### src/rtl/vat_pkg.sv
`default_nettype none
// ----------------------------------------------------------------------------
// vat_pkg
// shared types and constants of the vertex affine transform unit
// ----------------------------------------------------------------------------
package vat_pkg;

    localparam int COEF_FRAC_BITS = 16;
    localparam int POS_FRAC_BITS  = 16;
    localparam int NCOEF          = 12;
    localparam int CIDX_W         = 4;
    localparam int WORD_W         = 32;
    localparam int NRM_W          = 16;
    localparam int S_TDATA_W      = 232;
    localparam int M_TDATA_W      = 144;
    localparam int M_TUSER_W      = 2;

    localparam int PROD_W  = 2 * WORD_W;
    localparam int SUM_W   = PROD_W + 2;
    localparam int MAG_W   = 64;
    localparam int NMAG_W  = 31;
    localparam int ROOT_W  = 32;
    localparam int QUO_W   = 17;
    localparam int NUM_W   = 47;
    localparam int REM_W   = 49;
    localparam int NORM_STEPS = 6;
    localparam int PIPE_STAGES = 64;

    localparam logic [WORD_W-1:0] COEF_ONE = WORD_W'(1) << COEF_FRAC_BITS;

    typedef enum logic {
        OP_LOAD  = 1'b0,
        OP_XFORM = 1'b1
    } op_t;

    typedef logic signed [WORD_W-1:0] word_t;
    typedef logic signed [NRM_W-1:0]  nrm16_t;

    typedef struct packed {
        word_t [2:0]       pos;
        word_t [2:0]       nrm;
        word_t [NCOEF-1:0] coef;
    } vat_job_t;

    typedef struct packed {
        word_t  [2:0] pos;
        nrm16_t [2:0] nrm;
        logic         zero_normal;
        logic         pos_saturated;
    } vat_result_t;

endpackage
`default_nettype wire

### src/rtl/vat_queue.sv
`default_nettype none
// ----------------------------------------------------------------------------
// vat_queue
// two-entry job queue between front and back
// ----------------------------------------------------------------------------
module vat_queue
    import vat_pkg::*;
(
    input  wire logic     clk,
    input  wire logic     rst_n,
    input  wire logic     push,
    input  wire vat_job_t push_job,
    output logic          full,
    input  wire logic     pop,
    output logic          job_valid,
    output vat_job_t      job
);

    vat_job_t   mem_reg [2];
    logic       wr_ptr_reg;
    logic       rd_ptr_reg;
    logic [1:0] count_reg;

    assign full      = (count_reg == 2'd2);
    assign job_valid = (count_reg != 2'd0);
    assign job       = mem_reg[rd_ptr_reg];

    always_ff @(posedge clk)
    begin
        if (push)
        begin
            mem_reg[wr_ptr_reg] <= push_job;
        end
    end

    always_ff @(posedge clk or negedge rst_n)
    begin
        if (!rst_n)
        begin
            wr_ptr_reg <= 1'b0;
            rd_ptr_reg <= 1'b0;
            count_reg  <= 2'd0;
        end
        else
        begin
            if (push)
            begin
                wr_ptr_reg <= !wr_ptr_reg;
            end
            if (pop && job_valid)
            begin
                rd_ptr_reg <= !rd_ptr_reg;
            end
            count_reg <= count_reg + 2'(push) - 2'(pop && job_valid);
        end
    end

endmodule
`default_nettype wire

### config.mk
export PLATFORM = sky130hd
export DESIGN_NAME = vat_queue
export DESIGN_NICKNAME = d
export VERILOG_FILES = /design/src/rtl/vat_pkg.sv /design/src/rtl/vat_queue.sv
export SDC_FILE = /design/constraint.sdc
export NUM_CORES = 1
export LEC_CHECK = 0
export ABC_CLOCK_PERIOD_IN_PS = 46700
export BUFFER_PORTS_ARGS = -buffer_cell sky130_fd_sc_hd__buf_2
export CAP_MARGIN = 40
export CORE_AREA = 2 2 449 451
export DETAILED_ROUTE_END_ITERATION = 8
export DIE_AREA = 0 0 451 453
export PLACE_DENSITY = 0.47
export SYNTH_ARGS = -nofsm -noshare
export SYNTH_HDL_FRONTEND = slang
export SYNTH_SLANG_ARGS = --single-unit
### constraint.sdc
create_clock -name clk -period 46.7 [get_ports clk]
set_clock_uncertainty 0.1 [all_clocks]
set_input_delay 14.01 -clock clk [delete_from_list [all_inputs] [get_ports clk]]
set_output_delay 14.01 -clock clk [all_outputs]
set_load 0.01 [all_outputs]
==> results by group <==
Setup path
  • Startpoint types: flip-flop
  • CP Capture Type: primary output
  • Crit path kind: flip-flop to primary output
  • Worst EP required: 32.59 ns
  • CP arrival: 5.57 ns
  • CP Max Fanout: 74

Cells and area
  • Layout cells sized above 1: 61.57%
  • Util after Layout: 27.68%
  • Layout fillers: 20,157
  • Layout overhead on the synthesized area: 31.37%
  • Number of flip-flops in the largest register: 1,152
  • Final Net Count: 3,650

Logic synthesis
  • Unique masters post-synth: 13
  • Ys Warns: 0
  • FFs w/ async S/R, synth: 0.3460%
  • Post-Syn Area: 0.04198 sq mm
  • Yosys top cell area share: 82.41%
  • Post-synth top cells: 1,152 x edfxtp_1, 576 x mux2_2, 60 x buf_6
  • Synth Flop Type: edfxtp_1
  • Dominant cell by count in the synthesized netlist: edfxtp_1
  • Sequential cell area fraction in the yosys report: 82.65%
  • Post-synthesis instance total: 1,809
  • Post-synth EDFFs: 1,152
  • Synth Net Count: 2,391
  • Leading area contributor after synthesis: edfxtp_1
  • Syn_area_per_cell: 23.20 sq um
  • Main area contributors after synthesis: edfxtp_1 82%, mux2_2 15%, buf_6 1.6%, dfrtp_1 0.24%, ha_1 0.060%
  • Seq cells post-synth: 1,156

Route
  • Via count of the routed design: 22,615
  • DR WL/cell: 24.07 um
  • DRC viols: 0
  • Vias/cell: 3.862
  • Antenna-violating nets left: 0
  • First-pass DRT Iterations: 5
  • Iter 0 DRT Violations: 1,535
  • Final wirelength: 141,000 um

Clock tree
  • Clk Latency, worst-skew pair: 0.75 ns
  • Root buf cell: clkbuf_16
  • # hold bufs at CTS: 0
  • Clock tree buffer depth: 3
  • TritonCTS buffer count: 131
  • Number of setup buffers added after CTS: 0
  • Clk sinks: 1,156
  • CTS tree: built
  • CTS resizes: 0
  • H-tree depth: 4
  • Reg clk slew, reported paths: 0.06 ns

Hold path
  • Hold crit path type: flip-flop to flip-flop

GRT
  • Largest net degree at the start of global routing: 135
  • Number of global-route vias before repair: 22,729
  • Total Routing Usage GR: 13.13%
  • First-pass GRT wire length: 185,700 um
  • GRT Residual Overflow: 0
  • Initial antenna violation count: 87

Power
  • Power per Cell Area: 62.48 mW/mm^2
  • Leak pwr: 20.02 nW
  • Overall Power: 3.445 mW
  • Maximum vdd drop: 0.00004559 V

Floorplanning
  • Num ports: 1,158
  • Total die area: 0.2043 sq mm
  • Die height: 453 um
  • Num rows: 164
  • Core area: 0.1992 sq mm
  • Initial Utilization: 21.07%
  • Die X: 451 um

STA
  • Tcrit/Tclk final: 42.15%
  • Worst hold margin: 0.4522 ns
  • Least-Margin Pin Slew: 1.043 ns
  • Final hold violation count: 0
  • TNS Setup: 0 ns
  • Min Clock Period, post-route: 19.68 ns
  • Final setup violation count: 0
  • Slew margin rel.: 30.50%
  • Unrepaired setup endpoints after global routing: false
  • Slew Limit Fails: 0
  • Peak Freq: 50.81 MHz

Outcome
  • Status: complete, no violations

Placement
  • DP HPWL: 107,300 um
  • Final GP Congestion: 0.8865
  • Buffers on Ports: 1,157

Flow run
  • Max-Cap Viols: 0
## power breakdown
part	internal (mW)	switching, mW
logic	0.409	0.600
clock network	0.595	0.416
registers	1.38	0.0497
## worst max-delay path, cell delays in order (launching register included)
cell and delay [ns]:
dfrtp_4 0.79, buf_4 0.36, buf_4 0.71, buf_4 0.60, buf_4 0.76, buf_4 0.82, mux2_2 0.43, buf_2 0.14
## placed cells by master, fill, tap and decap left out, drive strengths merged, types with 2 or more instances in the layout
master / instances
xnor2: 2
ha: 2
edfxtp: 1152
diode: 33
clkinv: 50
nor2b: 2
bufinv: 12
inv: 8
clkbuf: 163
buf: 1190
dfrtp: 4
xor2: 2
mux2: 576
## worst paths after layout
| path | from | end | slack [ns] | cells past startpoint |
|---|---|---|---|---|
| min in group asynchronous | rst_n | count_reg[1]$_DFF_PN0_ | 12.97 | 1 |
| max reg2reg | wr_ptr_reg$_DFFE_PN0P_ | mem_reg[0][433]$_DFFE_PP_ | 41.57 | 8 |
| max | rd_ptr_reg$_DFFE_PN0P_ | job[345] | 27.02 | 7 |
| min | wr_ptr_reg$_DFFE_PN0P_ | wr_ptr_reg$_DFFE_PN0P_ | 0.45 | 1 |
| max in group asynchronous | rst_n | rd_ptr_reg$_DFFE_PN0P_ | 33.39 | 1 |
| min reg2reg | wr_ptr_reg$_DFFE_PN0P_ | wr_ptr_reg$_DFFE_PN0P_ | 0.45 | 1 |
## cell families (layout without fill, tap and decap cells)
family	after synthesis	count (layout)	synth area share [%]
AO/OA/AOI/OAI	1	1	0.01789
XOR/XNOR	4	4	0.08348
other	0	33	0
flip-flops	1156	1156	82.65
multiplexers	576	576	15.45
adder cells (fa/ha/maj)	2	2	0.05961
AND/OR/NAND/NOR	4	4	0.05963
buffers and inverters	66	1424	1.675
## routing by layer
| layer | vias up | wire (um) | GRT usage [%] |
|---|---|---|---|
| met2 | 814 | 73060 | 23.09 |
| met1 | 11589 | 52350 | 14.68 |
| li1 | 9852 | - | - |
| met5 | - | 415 | 0 |
| met4 | 66 | 4096 | 4.735 |
| met3 | 294 | 11060 | 4.471 |
## metrics by stage
stage	area, sq um	worst slack [ns]	instances
after floorplan	41980	6.307	1809
final	55140	27.02	5856
after CTS	55060	26.83	5823
after detailed placement	50870	27.67	5591
after global placement	50620	26.90	5582
after global routing	55110	26.61	5841
## layout make-up
| cell class | count | area [sq um] | area share [%] |
|---|---|---|---|
| tap | 2656 | 3323 | 6.026 |
| multi-input combinational | 587 | 6589 | 11.95 |
| timing repair buffer | 1190 | 6256 | 11.34 |
| inverter | 2 | 7.507 | 0.01361 |
| clock buffer | 163 | 3471 | 6.294 |
| clock inverter | 69 | 718.2 | 1.302 |
| sequential | 1156 | 34700 | 62.92 |
| antenna | 33 | 82.58 | 0.1498 |
No activity file was read; power rests on OpenSTA's default activity.
