===== config.mk =====
export PLATFORM = sky130hd
export DESIGN_NAME = vat_front
export DESIGN_NICKNAME = d
export VERILOG_FILES = /design/src/rtl/vat_pkg.sv /design/src/rtl/vat_front.sv
export SDC_FILE = /design/constraint.sdc
export NUM_CORES = 1
export LEC_CHECK = 0
export BUFFER_PORTS_ARGS = -buffer_cell sky130_fd_sc_hd__buf_2
export CAP_MARGIN = 15
export CORE_AREA = 2 2 314 316
export DETAILED_ROUTE_END_ITERATION = 6
export DIE_AREA = 0 0 316 318
export GPL_TIMING_DRIVEN = 0
export PLACE_DENSITY_LB_ADDON = 0.12
export SLEW_MARGIN = 20
export SYNTH_ARGS = -nofsm -noshare
export SYNTH_HDL_FRONTEND = slang
export SYNTH_SLANG_ARGS = --single-unit

===== constraint.sdc =====
create_clock -name clk -period 1 [get_ports clk]
set_input_delay 0.2 -clock clk [delete_from_list [all_inputs] [get_ports clk]]
set_output_delay 0.2 -clock clk [all_outputs]
set_load 0.01 [all_outputs]

===== src/rtl/vat_pkg.sv =====
`default_nettype none
// ----------------------------------------------------------------------------
// vat_pkg
// shared types and constants of the vertex affine transform unit
// ----------------------------------------------------------------------------
package vat_pkg;

    localparam int COEF_FRAC_BITS = 16;
    localparam int POS_FRAC_BITS  = 16;
    localparam int NCOEF          = 12;
    localparam int CIDX_W         = 4;
    localparam int WORD_W         = 32;
    localparam int NRM_W          = 16;
    localparam int S_TDATA_W      = 232;
    localparam int M_TDATA_W      = 144;
    localparam int M_TUSER_W      = 2;

    localparam int PROD_W  = 2 * WORD_W;
    localparam int SUM_W   = PROD_W + 2;
    localparam int MAG_W   = 64;
    localparam int NMAG_W  = 31;
    localparam int ROOT_W  = 32;
    localparam int QUO_W   = 17;
    localparam int NUM_W   = 47;
    localparam int REM_W   = 49;
    localparam int NORM_STEPS = 6;
    localparam int PIPE_STAGES = 64;

    localparam logic [WORD_W-1:0] COEF_ONE = WORD_W'(1) << COEF_FRAC_BITS;

    typedef enum logic {
        OP_LOAD  = 1'b0,
        OP_XFORM = 1'b1
    } op_t;

    typedef logic signed [WORD_W-1:0] word_t;
    typedef logic signed [NRM_W-1:0]  nrm16_t;

    typedef struct packed {
        word_t [2:0]       pos;
        word_t [2:0]       nrm;
        word_t [NCOEF-1:0] coef;
    } vat_job_t;

    typedef struct packed {
        word_t  [2:0] pos;
        nrm16_t [2:0] nrm;
        logic         zero_normal;
        logic         pos_saturated;
    } vat_result_t;

endpackage
`default_nettype wire


===== src/rtl/vat_front.sv =====
`default_nettype none
// ----------------------------------------------------------------------------
// vat_front
// accepts items, applies coefficient loads, issues transform jobs
// ----------------------------------------------------------------------------
module vat_front
    import vat_pkg::*;
(
    input  wire logic                 clk,
    input  wire logic                 rst_n,
    input  wire logic                 s_tvalid,
    output logic                      s_tready,
    input  wire logic [S_TDATA_W-1:0] s_tdata,
    input  wire logic                 s_tuser,
    input  wire logic                 q_full,
    output logic                      q_push,
    output vat_job_t                  q_job
);

    word_t             coef_reg [NCOEF];
    logic              accept;
    logic [CIDX_W-1:0] cidx;
    word_t             cval;

    assign s_tready = !q_full;
    assign accept   = s_tvalid && s_tready;
    assign cidx     = s_tdata[CIDX_W-1:0];
    assign cval     = s_tdata[CIDX_W +: WORD_W];
    assign q_push   = accept && (op_t'(s_tuser) == OP_XFORM);

    always_comb
    begin
        for (int i = 0; i < 3; i++)
        begin
            q_job.pos[i] = s_tdata[CIDX_W + WORD_W * (i + 1) +: WORD_W];
            q_job.nrm[i] = s_tdata[CIDX_W + WORD_W * (i + 4) +: WORD_W];
        end
        for (int i = 0; i < NCOEF; i++)
        begin
            q_job.coef[i] = coef_reg[i];
        end
    end

    // matrix resets to identity
    always_ff @(posedge clk or negedge rst_n)
    begin
        if (!rst_n)
        begin
            for (int i = 0; i < NCOEF; i++)
            begin
                coef_reg[i] <= (i % 5 == 0) ? COEF_ONE : '0;
            end
        end
        else if (accept && (op_t'(s_tuser) == OP_LOAD) && (cidx < CIDX_W'(NCOEF)))
        begin
            coef_reg[cidx] <= cval;
        end
    end

endmodule
`default_nettype wire


==> results_dict.tcl, run 1 <==
set metrics [dict create \
    outcome "complete, but fails checks" \
    violations "negative hold slack, negative setup slack" \
    hold_violations 149 \
    syn_inst 1055 \
    synth-edff-count 0 \
    worstPathArrival_ps 2070 \
    die_h_microns 318 \
    reg2reg_depth 3 \
    layout-drive-gt1-share 0.7694 \
    syn2layout_area_growth_pct 77.76 \
    die_area_sq_um 100500 \
    final_util 0.2913 \
    dr.first_iter.drc_count 370 \
    path_clk_slew_ps 60 \
    grt_antenna_before_repair 1 \
    power.switching_uw 13490 \
    core_sq_um 97410 \
    crit_start "s_tdata[2]" \
    ys_ff_latch 384 \
    p_leak_uw 0.01463 \
    portBuffers 615 \
    synth_top_flop_cell "dfrtp_1" \
    netlist-cell-type-count 26 \
    grt_pass1_vias 12657 \
    cts_buffer_depth 3 \
    cp-end-kind "flip-flop" \
    largest_reg_flops 384 \
    drt_first_pass_iters 4 \
    relSlewSlack 0.2623 \
    synth_nets 1292 \
    wl_per_cell_microns 20.90 \
    initial_core_util 0.1639 \
    holdWs_ps -488.9 \
    timing.final.crit_share 1.574 \
    timing.rr.start "q_job[52]" \
    worst_clock_skew_ps 0 \
    place_congestion 0.7324 \
    crit_type "primary input to flip-flop" \
    seq_area_frac_synth 0.6022 \
    pwr-share-seq 0.389 \
    internal_power_uw 35320 \
    crit_path_max_fanout 8 \
    setup_viol 773 \
    drc_errors 0 \
    gr-total-overflow 0 \
    period_needed_ps 1574 \
    clock_sinks 384 \
    ctsHtreeMaxLevel 2 \
    yosys_warnings 0 \
    rows 115 \
    hp-class "primary input to async pin" \
    groute.usage.overall 0.1304 \
    viasPerCell 3.602 \
    synth_area_leaders "dfrtp_1 (60%), mux2_2 (25%), buf_4 (9.0%)" \
    p_sw_frac 0.2765 \
    cts-root-buf "clkbuf_16" \
    syn-mean-instance-area_sq_um 15.13 \
    drv_cap 0 \
    antenna_left 0 \
    wl_met3_microns 5414 \
    cp.required_ps 1500 \
    powerDensity_nw_per_um2 1720 \
    grt_max_degree 86 \
    nets 2238 \
    routed-wl-met2_microns 35120 \
    dr_total_vias 11991 \
    wirelength_microns 69580 \
    power_frac_clock 0.373 \
    yosysTopAreaCell "dfrtp_1" \
    start_kind "primary input" \
    insertion_delay_ps 630 \
    cts_tree "built" \
    finalPower_uw 48810 \
    yosysTopAreaCellShare 0.5973 \
    stdcell_count 3329 \
    combinationalPowerShare 0.238 \
    worst_pin_slew_ps 1107 \
    rsz0062_at_grt "true" \
    drv_slew 0 \
    die_width_microns 316 \
    ir_drop_uv 1177 \
    setup_ws_ps -574.0 \
    synth-async-reset-ratio 1.000 \
    numCtsBuffers 51 \
    dp_hpwl_microns 46700 \
    fmax_ghz 0.6353 \
    routed.top_layer "met4" \
    synthesis.area_sq_um 15960 \
    grt_pass1_wl_microns 94590 \
    dpl.cell_count 2963 \
    wl_met1_microns 27520 \
    ios 815 \
]
==> cells in the final DEF, fill, tap and decap left out, drive strengths merged <==
cell type and count:
buf 1058, mux2 384, dfrtp 381, clkbuf 141, dlygate4sd3 38, diode 4, clkinv 4, clkinvlp 4
inv 4, nand4b 3, dfstp 3, nand3 3, nor4b 2, nor2 2, or4b 2, and3 1
and4b 1, nand3b 1, nand2 1, nor3 1, nor3b 1, nor2b 1, and4 1, bufinv 1
==> repair_timing <==
action | in CTS | in global routing
pin swaps | 11 | 4
hold buffers | 32 | 6
cloned | 20 | 12
setup endpoints to repair | 753 | 888
setup buffers | 114 | 106
resized for setup | 554 | 126
hold endpoints to repair | 143 | 83
==> cells by family after synthesis <==
kind of cell,after synthesis,synth area share
mux,384,0.2779
buf+inv,267,0.1104
simple gates,20,0.009485
flops,384,0.6022
==> cell type report <==
class,count,area (sq um)
Antenna cell,4,10.01
Buffer,258,2260
Clock buffer,78,1508
Clock inverter,12,128.9
Fill cell,10018,69040
Inverter,1,3.754
Multi-Input combinational cell,404,5259
Sequential cell,384,9613
Tap cell,1287,1610
Timing Repair Buffer,901,7984
==> synth_stat cells (2+ instances only) <==
library cell  number
nand3_1            3
dfrtp_1          381
buf_1              4
buf_2             13
mux2_4            30
nor2_1             2
buf_6              3
buf_4            192
nand4b_1           3
mux2_2           353
dfstp_2            3
clkbuf_1          54
==> power by group through the flow <==
stage,combinational (uW),sequential [uW],clock [uW]
after CTS,10800,19000,19100
after detailed placement,8490,18900,0
after global placement,8430,18900,0
final,11600,19000,18200
after floorplan,3100,19900,0
after global routing,12400,19200,19700
==> final timing paths <==
path                               to  slack, ps
max reg2reg                 q_job[52]        -20
max in group asynchronous  q_job[194]        -10
min in group clk            q_job[64]        250
min reg2reg                q_job[118]        510
max                         q_job[78]       -570
min                        q_job[380]       -490
==> stage by stage <==
stage | worst slack, ps | setup TNS, ps | area, sq um
after floorplan | -929.4 | -188010 | 16510
after global placement | -8771 | -3827040 | 21200
after detailed placement | -1949 | -579010 | 21350
after CTS | -525.1 | -257250 | 26970
after global routing | -564.8 | -279570 | 28370
final | -574.0 | -251910 | 28380
==> worst max-delay path, stage by stage <==
cell and delay (ps):
buf_8 90, or4b_4 550, or4b_4 570, buf_12 190, clkbuf_16 180, mux2_4 290
==> per-layer routing <==
layer  GRT usage  up-vias
met4     0.03707        0
met5           0        -
li1            -     5322
met3     0.04500       72
met1      0.1526     6163
met2      0.2237      434
Power figures use the tool's default switching activity.
==> run 2: changes to the inputs <==
- CORE_AREA: 2 2 314 316 -> 2 2 321 323
- DIE_AREA: 0 0 316 318 -> 0 0 323 325
==> results_dict.tcl, run 2 (synthesis results as in run 1) <==
set metrics [dict create \
    die_area_sq_um 105000 \
    rsz0062_at_grt "true" \
    grt_pass1_wl_microns 92650 \
    drv_cap 0 \
    r2r-end "q_job[156]" \
    filler_cell_count 10508 \
    crit_path_max_fanout 8 \
    max_stage_delay_ps 570 \
    insertion_delay_ps 610 \
    holdWs_ps -485.2 \
    clock_sinks 384 \
    fmax_ghz 0.6442 \
    p_leak_uw 0.01443 \
    period_needed_ps 1552 \
    numCtsBuffers 50 \
    dp_hpwl_microns 47010 \
    grt_antenna_before_repair 3 \
    syn2layout_area_growth_pct 75.91 \
    final_common_cell "dfrtp_1" \
    cp-end-kind "flip-flop" \
    cts-root-buf "clkbuf_16" \
    violations "negative hold slack, negative setup slack" \
    viasPerCell 3.475 \
    largest_reg_flops 384 \
    cp.required_ps 1490 \
    start_kind "primary input" \
    groute.usage.overall 0.1224 \
    wl_per_cell_microns 20.09 \
    wirelength_microns 67840 \
    worst_clock_skew_ps 0 \
    endpoint "q_job[72]" \
    relSlewSlack 0.3558 \
    hold_violations 163 \
    worst_path_max_delay_cell "or4b_4" \
    rows 117 \
    layout-drive-gt1-share 0.7698 \
    worst_pin_slew_ps 966.2 \
    nets 2210 \
    drc_errors 0 \
    place_congestion 0.7014 \
    wl_met1_microns 25670 \
    dp_slack_ps -1722 \
    ctsHtreeMaxLevel 2 \
    regArea_sq_um 9613 \
    crit_type "primary input to flip-flop" \
    multi_input_area_sq_um 5263 \
    powerDensity_nw_per_um2 1719 \
    initial_core_util 0.1576 \
    layout_common_cells "dfrtp_1 (381), buf_2 (346), buf_4 (340), buf_6 (290), mux2_2 (201)" \
    timing.final.crit_share 1.552 \
    stdcell_count 3376 \
    grt_pass1_vias 12427 \
    path_clk_slew_ps 60 \
    outcome "complete, but fails checks" \
    die_h_microns 325 \
    cts_tree "built" \
    drt_first_pass_iters 4 \
    finalPower_uw 48260 \
    drv_slew 0 \
    ios 815 \
    dr.first_iter.drc_count 295 \
    hp-class "primary input to async pin" \
    routed-wl-met2_microns 34640 \
    timing.rr.start "q_job[156]" \
    setup_viol 734 \
    dpl.cell_count 3043 \
    worstPathArrival_ps 2040 \
    portBuffers 615 \
    die_width_microns 323 \
    grt_max_degree 91 \
    crit_start "s_tdata[2]" \
    ir_drop_uv 1120 \
    wl_met3_microns 6110 \
    antenna_left 0 \
    reg2reg_depth 3 \
    dr_total_vias 11731 \
    final_util 0.2772 \
    routed.top_layer "met5" \
    gr-total-overflow 0 \
    cts_buffer_depth 3 \
    setup_ws_ps -552.4 \
    core_sq_um 101300 \
    cp_cell_sequence "buf_8, or4b_4, or4b_4, buf_12, buf_12, mux2_4" \
    r2r_setup_slack_ps -30 \
]
## run 2: cell types whose count changed in the layout (fill, tap and decap cells not counted), sizes merged
cell         change
clkinvlp         -4
clkbuf          -11
clkinv           +4
diode            -3
dlygate4sd3      -5
buf             -16
bufinv           +1
## run 2: cell type report
type	count	share of cell area
tap	1368	0.06096
sequential	384	0.3423
clock inverter	13	0.004500
buffer	262	0.08284
multi-input combinational	404	0.1874
timing repair buffer	870	0.2701
antenna	1	0.00008912
clock buffer	73	0.05160
inverter	1	0.0001337
## run 2: metrics by stage
stage,TNS (ps),cell area [sq um]
after floorplan,-188010,16510
after global placement,-3888400,21300
after detailed placement,-522130,21450
after CTS,-258920,26960
after global routing,-244670,28080
final,-218300,28080
## run 2: metal layers
metal / up-vias / track usage
met5: - / 0
met4: 2 / 0.03094
met2: 417 / 0.2145
met3: 73 / 0.04918
li1: 5272 / -
met1: 5967 / 0.1367
## run 2: worst min-delay path by stage
stage	startpoint	endpoint	slack, ps	cells after the start
global placement	s_tdata[20]	q_job[240]	460	2
global route	rst_n	q_job[270]	-500	1
finish	rst_n	q_job[270]	-490	1
CTS	rst_n	q_job[270]	-540	1
floorplan	rst_n	q_job[0]	-100	0
detailed placement	rst_n	q_job[254]	160	1
## run 2: critical path: cells and delay by family
kind                   cells  cell delay, ps
and+or+nand+nor            2            1080
buffers and inverters      3             440
muxes                      1             290
## run 2: timing repair
action | 4_1_cts | 5_1_grt
buffers inserted | 114 | 82
hold buffers | 32 | 1
gates resized for setup | 562 | 121
cloned | 20 | 10
endpoints found under the hold margin | 301 | 93
endpoints found under the setup margin | 732 | 776
pin swaps | 11 | 7
## run 2: power by group
part           total, uW  internal, uW  switching, uW  leakage [uW]
combinational      11500          6970           4570       0.00855
sequential         19000         17600           1350       0.00509
clock              17700         10500           7250      0.000782
total              48300         35100          13200        0.0144
